$ cat src/hdl/rvide_pkg.sv
package rvide_pkg;

   localparam int XLEN = 32;

   localparam logic [2:0] CLS_LOAD   = 3'd0;
   localparam logic [2:0] CLS_MISC   = 3'd1;
   localparam logic [2:0] CLS_OPIMM  = 3'd2;
   localparam logic [2:0] CLS_JALR   = 3'd3;
   localparam logic [2:0] CLS_SYSTEM = 3'd4;

   // funct3 encodings, word bits 14..12
   localparam logic [2:0] F3_LB    = 3'd0;
   localparam logic [2:0] F3_LH    = 3'd1;
   localparam logic [2:0] F3_LW    = 3'd2;
   localparam logic [2:0] F3_LBU   = 3'd4;
   localparam logic [2:0] F3_LHU   = 3'd5;
   localparam logic [2:0] F3_FENCE = 3'd0;

   localparam logic [2:0] F3_ADDI  = 3'd0;
   localparam logic [2:0] F3_SLLI  = 3'd1;
   localparam logic [2:0] F3_SLTI  = 3'd2;
   localparam logic [2:0] F3_SLTIU = 3'd3;
   localparam logic [2:0] F3_XORI  = 3'd4;
   localparam logic [2:0] F3_SHR   = 3'd5;
   localparam logic [2:0] F3_ORI   = 3'd6;
   localparam logic [2:0] F3_ANDI  = 3'd7;

   localparam logic [6:0] F7_SRLI = 7'h00;
   localparam logic [6:0] F7_SRAI = 7'h20;

   localparam logic [11:0] IMM_ECALL  = 12'h000;
   localparam logic [11:0] IMM_EBREAK = 12'h001;

   localparam logic [4:0] REG_ZERO = 5'd0;

   typedef enum logic [4:0] {
      OP_ADDI    = 5'd0,
      OP_SLTI    = 5'd1,
      OP_SLTIU   = 5'd2,
      OP_XORI    = 5'd3,
      OP_ORI     = 5'd4,
      OP_ANDI    = 5'd5,
      OP_SLLI    = 5'd6,
      OP_SRLI    = 5'd7,
      OP_SRAI    = 5'd8,
      OP_JALR    = 5'd9,
      OP_LB      = 5'd10,
      OP_LH      = 5'd11,
      OP_LW      = 5'd12,
      OP_LBU     = 5'd13,
      OP_LHU     = 5'd14,
      OP_FENCE   = 5'd15,
      OP_ECALL   = 5'd16,
      OP_EBREAK  = 5'd17,
      OP_ILLEGAL = 5'd18
   } op_type;

   typedef struct packed {
      logic [2:0]      cmd;
      logic [XLEN-1:0] instr_word;
      logic [XLEN-1:0] rs1_value;
      logic [XLEN-1:0] pc_value;
   } item_type;

   typedef struct packed {
      op_type          op;
      logic [4:0]      rd;
      logic [XLEN-1:0] imm;
   } dec_type;

   typedef struct packed {
      op_type          operation;
      logic [4:0]      rd_index;
      logic            rd_write;
      logic [XLEN-1:0] rd_value;
      logic [XLEN-1:0] next_pc;
      logic [11:0]     immediate;
   } result_type;

endpackage

$ cat src/hdl/rvide_decode.sv
module rvide_decode (
   input  rvide_pkg::item_type item,
   output rvide_pkg::dec_type  dec
);

   logic [2:0]  funct3;
   logic [6:0]  funct7;
   logic [11:0] imm12;

   assign funct3 = item.instr_word[14:12];
   assign funct7 = item.instr_word[31:25];
   assign imm12  = item.instr_word[31:20];

   always_comb begin
      dec.rd  = item.instr_word[11:7];
      dec.imm = {{(rvide_pkg::XLEN-12){imm12[11]}}, imm12};
      dec.op  = rvide_pkg::OP_ILLEGAL;
      unique case (item.cmd)
         rvide_pkg::CLS_LOAD: begin
            unique case (funct3)
               rvide_pkg::F3_LB:  dec.op = rvide_pkg::OP_LB;
               rvide_pkg::F3_LH:  dec.op = rvide_pkg::OP_LH;
               rvide_pkg::F3_LW:  dec.op = rvide_pkg::OP_LW;
               rvide_pkg::F3_LBU: dec.op = rvide_pkg::OP_LBU;
               rvide_pkg::F3_LHU: dec.op = rvide_pkg::OP_LHU;
               default:           dec.op = rvide_pkg::OP_ILLEGAL;
            endcase
         end
         rvide_pkg::CLS_MISC: begin
            dec.op = (funct3 == rvide_pkg::F3_FENCE) ? rvide_pkg::OP_FENCE :
                                                       rvide_pkg::OP_ILLEGAL;
         end
         rvide_pkg::CLS_OPIMM: begin
            unique case (funct3)
               rvide_pkg::F3_ADDI:  dec.op = rvide_pkg::OP_ADDI;
               rvide_pkg::F3_SLLI:  dec.op = rvide_pkg::OP_SLLI;
               rvide_pkg::F3_SLTI:  dec.op = rvide_pkg::OP_SLTI;
               rvide_pkg::F3_SLTIU: dec.op = rvide_pkg::OP_SLTIU;
               rvide_pkg::F3_XORI:  dec.op = rvide_pkg::OP_XORI;
               rvide_pkg::F3_SHR: begin
                  if (funct7 == rvide_pkg::F7_SRLI) begin
                     dec.op = rvide_pkg::OP_SRLI;
                  end else if (funct7 == rvide_pkg::F7_SRAI) begin
                     dec.op = rvide_pkg::OP_SRAI;
                  end else begin
                     dec.op = rvide_pkg::OP_ILLEGAL;
                  end
               end
               rvide_pkg::F3_ORI:   dec.op = rvide_pkg::OP_ORI;
               rvide_pkg::F3_ANDI:  dec.op = rvide_pkg::OP_ANDI;
               default:             dec.op = rvide_pkg::OP_ILLEGAL;
            endcase
         end
         rvide_pkg::CLS_JALR: begin
            dec.op = rvide_pkg::OP_JALR;
         end
         rvide_pkg::CLS_SYSTEM: begin
            if (imm12 == rvide_pkg::IMM_ECALL) begin
               dec.op = rvide_pkg::OP_ECALL;
            end else if (imm12 == rvide_pkg::IMM_EBREAK) begin
               dec.op = rvide_pkg::OP_EBREAK;
            end else begin
               dec.op = rvide_pkg::OP_ILLEGAL;
            end
         end
         default: dec.op = rvide_pkg::OP_ILLEGAL;
      endcase
   end

endmodule

$ cat src/hdl/rvide_execute.sv
module rvide_execute (
   input  rvide_pkg::item_type   item,
   input  rvide_pkg::dec_type    dec,
   output rvide_pkg::result_type result
);

   logic [rvide_pkg::XLEN-1:0] rs1;
   logic [rvide_pkg::XLEN-1:0] imm;
   logic [rvide_pkg::XLEN-1:0] pc_plus4;
   logic [rvide_pkg::XLEN-1:0] sum;
   logic [rvide_pkg::XLEN-1:0] val;
   logic [4:0]                 shamt;
   logic                       writes;
   logic                       do_write;

   assign rs1      = item.rs1_value;
   assign imm      = dec.imm;
   assign shamt    = imm[4:0];
   assign pc_plus4 = item.pc_value + rvide_pkg::XLEN'(4);
   assign sum      = rs1 + imm;

   always_comb begin
      val    = '0;
      writes = 1'b1;
      unique case (dec.op)
         rvide_pkg::OP_ADDI:  val = sum;
         rvide_pkg::OP_SLTI:  val = rvide_pkg::XLEN'($signed(rs1) < $signed(imm));
         rvide_pkg::OP_SLTIU: val = rvide_pkg::XLEN'(rs1 < imm);
         rvide_pkg::OP_XORI:  val = rs1 ^ imm;
         rvide_pkg::OP_ORI:   val = rs1 | imm;
         rvide_pkg::OP_ANDI:  val = rs1 & imm;
         rvide_pkg::OP_SLLI:  val = rs1 << shamt;
         rvide_pkg::OP_SRLI:  val = rs1 >> shamt;
         rvide_pkg::OP_SRAI:  val = $unsigned($signed(rs1) >>> shamt);
         rvide_pkg::OP_JALR:  val = pc_plus4;
         default:             writes = 1'b0;
      endcase
   end

   assign do_write = writes && (dec.rd != rvide_pkg::REG_ZERO);

   assign result.operation = dec.op;
   assign result.rd_index  = dec.rd;
   assign result.rd_write  = do_write;
   assign result.rd_value  = do_write ? val : '0;
   assign result.next_pc   = (dec.op == rvide_pkg::OP_JALR) ?
                             {sum[rvide_pkg::XLEN-1:1], 1'b0} : pc_plus4;
   assign result.immediate = imm[11:0];

endmodule

$ cat src/hdl/rv32i_itype_decode_execute_unit.sv
// An item taken into the input register passes through decode and the ALU, which sit
// between the two registers, into the result register once that is free to take it.
// Throughput: one item per cycle while rsp_tready does not stall the result register.
// Either register refills in the same cycle it drains, so a stall only fills them.
// Reset (synchronous, active high) clears both valid flags; payload is not reset.
module rv32i_itype_decode_execute_unit (
   input  logic        clock,
   input  logic        reset,
   input  logic        req_tvalid,
   output logic        req_tready,
   input  logic [95:0] req_tdata,  // instr_word, rs1_value, pc_value
   input  logic [2:0]  req_tuser,  // cmd
   output logic        rsp_tvalid,
   input  logic        rsp_tready,
   output logic [87:0] rsp_tdata,  // rd_index, rd_write, rd_value, next_pc, immediate, zero pad
   output logic [4:0]  rsp_tuser   // operation
);

   rvide_pkg::item_type   item_ff, item_in;
   logic                  item_valid_ff, item_valid_in;
   rvide_pkg::result_type result_ff, result_in;
   logic                  result_valid_ff, result_valid_in;
   rvide_pkg::dec_type    dec;
   logic                  result_ready;
   logic                  advance;

   assign result_ready = !result_valid_ff || rsp_tready;
   assign advance      = item_valid_ff && result_ready;
   assign req_tready   = !item_valid_ff || result_ready;

   rvide_decode u_decode (
      .item (item_ff),
      .dec  (dec)
   );

   rvide_execute u_execute (
      .item   (item_ff),
      .dec    (dec),
      .result (result_in)
   );

   always_comb begin
      item_in.cmd        = req_tuser;
      item_in.instr_word = req_tdata[31:0];
      item_in.rs1_value  = req_tdata[63:32];
      item_in.pc_value   = req_tdata[95:64];
      item_valid_in      = item_valid_ff;
      if (req_tready) begin
         item_valid_in = req_tvalid;
      end
      result_valid_in = result_valid_ff;
      if (result_ready) begin
         result_valid_in = advance;
      end
   end

   always_ff @(posedge clock) begin
      if (reset) begin
         item_valid_ff   <= 1'b0;
         result_valid_ff <= 1'b0;
      end else begin
         item_valid_ff   <= item_valid_in;
         result_valid_ff <= result_valid_in;
      end
      if (req_tready && req_tvalid) begin
         item_ff <= item_in;
      end
      if (advance) begin
         result_ff <= result_in;
      end
   end

   assign rsp_tvalid = result_valid_ff;
   assign rsp_tuser  = result_ff.operation;
   assign rsp_tdata  = {6'd0,
                        result_ff.immediate,
                        result_ff.next_pc,
                        result_ff.rd_value,
                        result_ff.rd_write,
                        result_ff.rd_index};

endmodule
$ cat config.mk
export PLATFORM = sky130hd
export DESIGN_NAME = rv32i_itype_decode_execute_unit
export DESIGN_NICKNAME = d
export VERILOG_FILES = /design/src/hdl/rvide_pkg.sv /design/src/hdl/rvide_decode.sv /design/src/hdl/rvide_execute.sv /design/src/hdl/rv32i_itype_decode_execute_unit.sv
export SDC_FILE = /design/constraint.sdc
export NUM_CORES = 1
export LEC_CHECK = 0
export ABC_AREA = 1
export BUFFER_PORTS_ARGS = -buffer_cell sky130_fd_sc_hd__buf_4
export CAP_MARGIN = 5
export CORE_MARGIN = 2
export CORE_UTILIZATION = 55
export CTS_CLUSTER_DIAMETER = 120
export DETAILED_ROUTE_END_ITERATION = 10
export PLACE_DENSITY = 0.76
export SLEW_MARGIN = 20
export SYNTH_ARGS = -nofsm -noshare
export SYNTH_HDL_FRONTEND = slang
export SYNTH_SLANG_ARGS = --single-unit
$ cat constraint.sdc
create_clock -name clock -period 6.6 [get_ports clock]
set_input_delay 0.66 -clock clock [delete_from_list [all_inputs] [get_ports clock]]
set_output_delay 0.66 -clock clock [all_outputs]
set_load 0.02 [all_outputs]
## Yosys cells after proc, flatten, opt, wreduce, memory -nomap -nowiden

Index checks and enable logic that the tools add are counted.
W data, S select, Z words.

| storage, ports and cells | value |
|---|---|
| bits in registers | 188 |
| input port bits | 103 |

| cells by class | value |
|---|---|
| reduce and logical (&&, ||, !) cells | 14 |
| shift-type cells | 3 |
| equal/unequal tests | 22 |
| muxes and demuxes | 11 |
| add/subtract/negate cells | 2 |
| bitwise operators | 3 |
| $lt $le $gt $ge | 2 |

Operators with widths:

| cell | number |
|---|---|
| $pmux W32 S10 | 1 |
| $pmux W5 S5 | 2 |
| $pmux W5 S8 | 1 |
| $add A32 B3 Y32 const B | 1 |
| $add A32 B32 Y32 | 1 |
| $and A32 B32 Y32 | 1 |
| $lt A32 B12 Y1 | 1 |
| $lt A32 B32 Y1 | 1 |
| $mux W32 | 1 |
| $or A32 B32 Y32 | 1 |
| $shl A32 B5 Y32 | 1 |
| $shr A32 B5 Y32 | 1 |
| $sshr A32 B5 Y32 | 1 |
| $xor A32 B32 Y32 | 1 |
| $eq A5 B3 Y1 const B | 4 |
| $mux W5 | 4 |
| $eq A3 B3 Y1 const B | 5 |
| $eq A12 B1 Y1 const B | 1 |
| $eq A3 B2 Y1 const B | 4 |
| $logic_not A12 Y1 | 1 |
| $eq A5 B2 Y1 const B | 2 |
| $eq A5 B4 Y1 const B | 2 |
| $reduce_or A10 Y1 | 1 |
| $eq A7 B6 Y1 const B | 1 |
| other kinds (11) | 17 |

## Longest topological paths before layout

Gate-level depths: netlist of run 1.

| logic depth | value |
|---|---|
| word-level depth | 9 |
| gate-level depth with buffers | 20 |
| gate-level depth less buffers | 18 |

## Modules after synthesis

A second synthesis of run 1 with hierarchy kept.

| second synthesis, totals | value |
|---|---|
| cell total of the unflattened synthesis | 2290 |
| area total of the unflattened synthesis | 16339.4 µm² |

By module, submodules not included:

| module | cells each | seq. area each (µm²) | instances | area each (µm²) |
|---|---|---|---|---|
| rvide_execute | 1967 | 0.0 | 1 | 9958.3 |
| rv32i_itype_decode_execute_unit | 205 | 5625.4 | 1 | 5725.5 |
| rvide_decode | 118 | 0.0 | 1 | 655.6 |

## Worst setup path before layout of run 1

Ideal clock, no wire load.

| timing path | value |
|---|---|
| kind | input-to-reg |
| from | in rsp_tready |
| to | reg result_ff, in the netlist rsp_tdata[0], enable pin |
| setup slack | 1131 ps |
| stages on the path | 2 |
| path buffers | 0 |
| arrival | 4907 ps |
| library setup time | 561 ps |
| required time | 6039 ps |
| cell sequence | inv_1 a21oi_1 |

| between the ends | value |
|---|---|
| longest elaborated chain between the ends | 2 |

RTL lines:

| item | line | RTL |
|---|---|---|
| from (decl) | rv32i_itype_decode_execute_unit.sv:14 | `input logic rsp_tready,` |
| $logic_or A1 B1 Y1 | rv32i_itype_decode_execute_unit.sv:27 | `assign result_ready = !result_valid_ff \|\| rsp_tready;` |
| $logic_and A1 B1 Y1 | rv32i_itype_decode_execute_unit.sv:28 | `assign advance = item_valid_ff && result_ready;` |
| net advance | rv32i_itype_decode_execute_unit.sv:25 | `logic advance;` |
| to (signal assigned) | rv32i_itype_decode_execute_unit.sv:69 | `result_ff <= result_in;` |
| to (decl) | rv32i_itype_decode_execute_unit.sv:21 | `rvide_pkg::result_type result_ff, result_in;` |

The timed path passes the listed nets, and every way through them passes these cells.
A chain may end at the register's enable or synchronous reset.

==> metrics, run 1 <==
Yosys cell types 47; most common cell after layout, fill and taps aside nand2_1; sequential share of the synthesized area 32.6%; post-DP HPWL 52.3 mm; Inserted Clock Buffers 17; synthesized instance count 2420; final setup violating endpoints 0; Routed WL per cell 23.4 um; hold buffer count at CTS 0; Hold WC Path Type input pin to flop; GP Congestion 1.07; Post-Syn Area 0.0162 mm^2; number of synthesized flops with an enable pin 174; Synth Area per Inst 6.68 um^2; CP max FO 38; P per Cell Area 190 mW/mm^2; element type at the critical path end flop; final critical-path required period 4300 ps; Design Power 3.46 mW; drt initial violations 2948; clk root buf clkbuf_16; clk slew on worst S/H paths 70 ps; Clock Skew 16.8 ps; RSZ-0062 raised after global routing no; worst vdd ir 0.240 mV; Core ar. 0.0289 mm^2; share of the synthesized area in the top cell type 32.3%; Chip Height 175 um; crit path kind flop to flop; Slew @ Worst Pin 1130 ps; via count 18372; final WL 68.6 mm; setup TNS 0 ps; drt drc 0; Sink Count 176; Syn-to-layout area delta 12.8%; top_reg_cell synth edfxtp_1; Final Max Tran Viols 0; max_cap viols 0; worst skew pair latency 470 ps; Critical Path RT 6910 ps; Rows 62; pin count of the biggest net entering global routing 70; H-tree levels 4; Tcrit/Tclk final 65.1%; Final #Nets 2736; PortBufs 179; CTS tree yes; Filler cells 2690; Synthesis Warnings 0; share of cells above drive strength 1 11.1%; status complete, no violations; Max clock buf depth 2; most frequent cells in the layout 764 x nand2_1, 409 x nand3_1, 252 x nor2_1; Ports 198; gr usage total 44.3%; Async SR Flop Fraction 0%; GRT overflow 0; largest cells by area after synthesis edfxtp_1 32%, nand2_1 18%, nand3_1 13%; Die X 175 um; Achievable Freq 233 MHz; relative slew slack 24.7%; Starting Density 56.0%; largest area contributor in the netlist edfxtp_1; DRT antenna net count 0; static leakage 8.86 nW; DR vias/cell 6.26; Final Hold Viols 0; first-pass GRT wire length 101 mm; CP arrival 4610 ps; setup bufs post-CTS 0; drt pass-1 iters 8; synthesized flop and latch total 176; initial antenna violation count 1; post-CTS sizing 0; critical path launch point type flop; die area 0.0308 mm^2; vias in the first global route 17047
==> synthesized netlist by cell type (4+ instances only) <==
master,count
nand2_1,764
nand3_1,409
nor2_1,254
inv_1,212
edfxtp_1,174
a21oi_1,100
ha_1,98
o21ai_0,86
nand4_1,45
clkbuf_1,40
nand3b_1,32
buf_2,29
buf_1,22
xor2_1,22
nor3_1,15
buf_4,13
inv_2,13
a31oi_1,12
o21bai_1,8
nand3_2,6
a21o_1,5
nand2_4,5
or2_2,5
xnor2_1,5
nand2_2,4
nor2_2,4
o211ai_1,4
==> registers in the layout, summed over array words and instances (netlist names) <==
register / count
item_valid_ff: 1
rsp_tvalid: 1
item_ff: 87
rsp_tuser: 5
rsp_tdata: 82
==> through the flow <==
stage	hold slack, ps	std cells	worst slack (ps)	cell area [um^2]	util [%]
6_report	355	2933	2300	18200	63.2
5_1_grt	352	2931	2170	18200	63.2
4_1_cts	335	2931	2510	18200	63.2
3_5_place_dp	445	2899	2520	17700	61.2
3_3_place_gp	432	2899	2550	17700	61.2
2_1_floorplan	427	2425	1130	16200	-
==> cell families (layout without fill, tap and decap cells) <==
family                     count (synthesis)  after routing  share of synthesized area [%]
other                                      1              8                         0.0232
DFF                                      176            176                           32.6
and+or+nand+nor                         1558           1558                           42.3
AOI/OAI and AO/OA                        226            226                           7.57
adders and majority gates                 99             99                           7.71
buffers and inverters                    333            455                           8.37
xor gates and xnor gates                  27             27                           1.46
==> final cells by class <==
| class | count | area, um^2 | area share (%) |
|---|---|---|---|
| Tap cell | 384 | 480 | 2.63 |
| Multi-Input combinational cell | 1916 | 9590 | 52.5 |
| Antenna cell | 2 | 5.00 | 0.0274 |
| Timing Repair Buffer | 196 | 1470 | 8.07 |
| Clock buffer | 17 | 425 | 2.33 |
| Clock inverter | 15 | 153 | 0.837 |
| Inverter | 227 | 856 | 4.69 |
| Sequential cell | 176 | 5270 | 28.9 |
==> power breakdown <==
part           total (mW)  switching, mW  internal (mW)
clock                1.02          0.486          0.530
sequential           1.38         0.0711           1.31
combinational        1.07          0.773          0.299
==> metal layers <==
layer / global-route usage [%] / share of wire, %
met3: 12.7 / 13
met5: 0 / 0
met2: 67.1 / 43
met1: 55.8 / 36
met4: 27.6 / 7.2
==> final timing paths <==
kind	startpoint	to	slack [ps]	cells past startpoint
max	item_ff[85]	rsp_tdata[31]	2300	14
min	reset	rsp_tvalid	350	2
max reg2reg	item_ff[85]	rsp_tdata[31]	2300	14
min reg2reg	item_ff[73]	rsp_tdata[2]	460	0
==> worst max-delay path, cell delays in order (launching register included) <==
cell and delay, ps:
edfxtp_1 1000, inv_2 570, nand2_4 320, inv_2 140, nand2_1 100, nand2_1 60, nand2_1 130, inv_2 60
nand2_4 170, nand2_1 110, nor2_2 850, nand2_1 100, nand3b_1 290, nor2_1 70, a21oi_1 130
(Power assumes the default switching activity.)
==> inputs of run 2 (changes only) <==
- clock period: 6.6 -> 4.15 ns (I/O delays scaled with it)
==> run 2 against run 1 <==
Register-to-register slack got worse by 2100 ps. Critical path type unchanged. Sequential cell count did not move. Highest routed layer is now met5. Count of clock-buffer cells in the layout is the same. Sequential power is 58% higher. Maximum frequency increased by 8.9%. Global-route usage is 0.37 points lower. Critical endpoint is now rsp_tdata[14].
==> metrics, run 2 (synthesized netlist as in run 1, its figures left out) <==
setup bufs post-CTS 0; Ports 198; drt drc 0; Starting Density 56.0%; Top reg by flops item_ff; crit path kind flop to flop; most common cell after layout, fill and taps aside nand2_1; final setup violating endpoints 0; H-tree levels 4; max_cap viols 0; GRT overflow 0; Achievable Freq 253 MHz; drt initial violations 3333; final critical-path required period 3950 ps; static leakage 8.93 nW; worst skew pair latency 470 ps; first-pass GRT wire length 101 mm; RSZ-0062 raised after global routing no; Placed Area 0.0178 mm^2; critical path launch point type flop; initial antenna violation count 4; relative slew slack 36.3%; Final Max Tran Viols 0; Sink Count 176; PortBufs 179; Tcrit/Tclk final 95.1%; DRT antenna net count 0; clk root buf clkbuf_16; DR vias/cell 6.24; Final #Nets 2749; hold buffer count at CTS 0; worst vdd ir 0.333 mV; Critical Path RT 4470 ps; Syn-to-layout area delta 13.4%; vias in the first global route 17034; Hold WC Path Type input pin to flop; Max clock buf depth 2; CP arrival 4270 ps; clk slew on worst S/H paths 70 ps; setup TNS 0 ps; Core ar. 0.0289 mm^2; hold_ws 104 ps; Finished Core Util 63.6%; Clock Skew 12.8 ps; via count 18385; Design Area, Final 0.0183 mm^2; CP max FO 59; GP Congestion 1.08; Final Hold Viols 0; Largest register FFs 87; most frequent cells in the layout 764 x nand2_1, 409 x nand3_1, 254 x nor2_1; P per Cell Area 299 mW/mm^2; element type at the critical path end flop; pin count of the biggest net entering global routing 88; Rows 62; post-CTS sizing 0; CTS tree yes; drt pass-1 iters 7; final WL 68.1 mm; R2R setup slack 200 ps; Chip Height 175 um; Slew @ Worst Pin 955 ps; share of cells above drive strength 1 11.4%; Routed WL per cell 23.1 um; die area 0.0308 mm^2; Inserted Clock Buffers 17; Die X 175 um; post-DP HPWL 52.6 mm; gr usage total 43.9%; status complete, no violations
## run 2: final cells by class
class | instances | area [um^2]
Fill cell | 2700 | 10500
Multi-Input combinational cell | 1916 | 9580
Sequential cell | 176 | 5270
Timing Repair Buffer | 209 | 1580
Inverter | 227 | 856
Tap cell | 384 | 480
Clock buffer | 17 | 425
Clock inverter | 15 | 150
Antenna cell | 1 | 2.50
## run 2: per-stage QoR
| stage | worst slack, ps | total power, mW | instances |
|---|---|---|---|
| 6_report | 203 | 5.49 | 2945 |
| 5_1_grt | 6.89 | 5.66 | 2944 |
| 4_1_cts | 425 | 5.40 | 2944 |
| 3_5_place_dp | 447 | 3.83 | 2912 |
| 3_3_place_gp | 508 | 3.82 | 2912 |
| 2_1_floorplan | 704 | 3.21 | 2425 |
## run 2: where the power goes
part           internal, mW  switching (mW)  total (mW)
clock network         0.796           0.795        1.59
registers              2.07           0.104        2.18
logic                 0.485            1.23        1.72
total                  3.36            2.13        5.49
## run 2: metal layers
metal	wire length, um	global-route usage, %
met3	9360	10.8
met5	11	0
met1	24900	57.3
met2	28700	64.9
met4	5090	28.6
## run 2: worst max-delay path, cell delays in order (launching register included)
cell and delay, ps:
edfxtp_1 400, inv_1 420, buf_4 440, nand2_1 130, nor2_1 130, nand3_2 140
a21oi_4 160, buf_4 540, nand3_1 590, o21ai_0 340, nor2_1 140, nand3_1 170
nand2_1 70, inv_1 110
## run 2: worst paths after layout
check | to | cells after the start | startpoint
max reg2reg | rsp_tdata[14] | 13 | item_ff[95]
min reg2reg | rsp_tdata[4] | 0 | item_ff[75]
max | rsp_tdata[14] | 13 | item_ff[95]
min | rsp_tvalid | 2 | reset
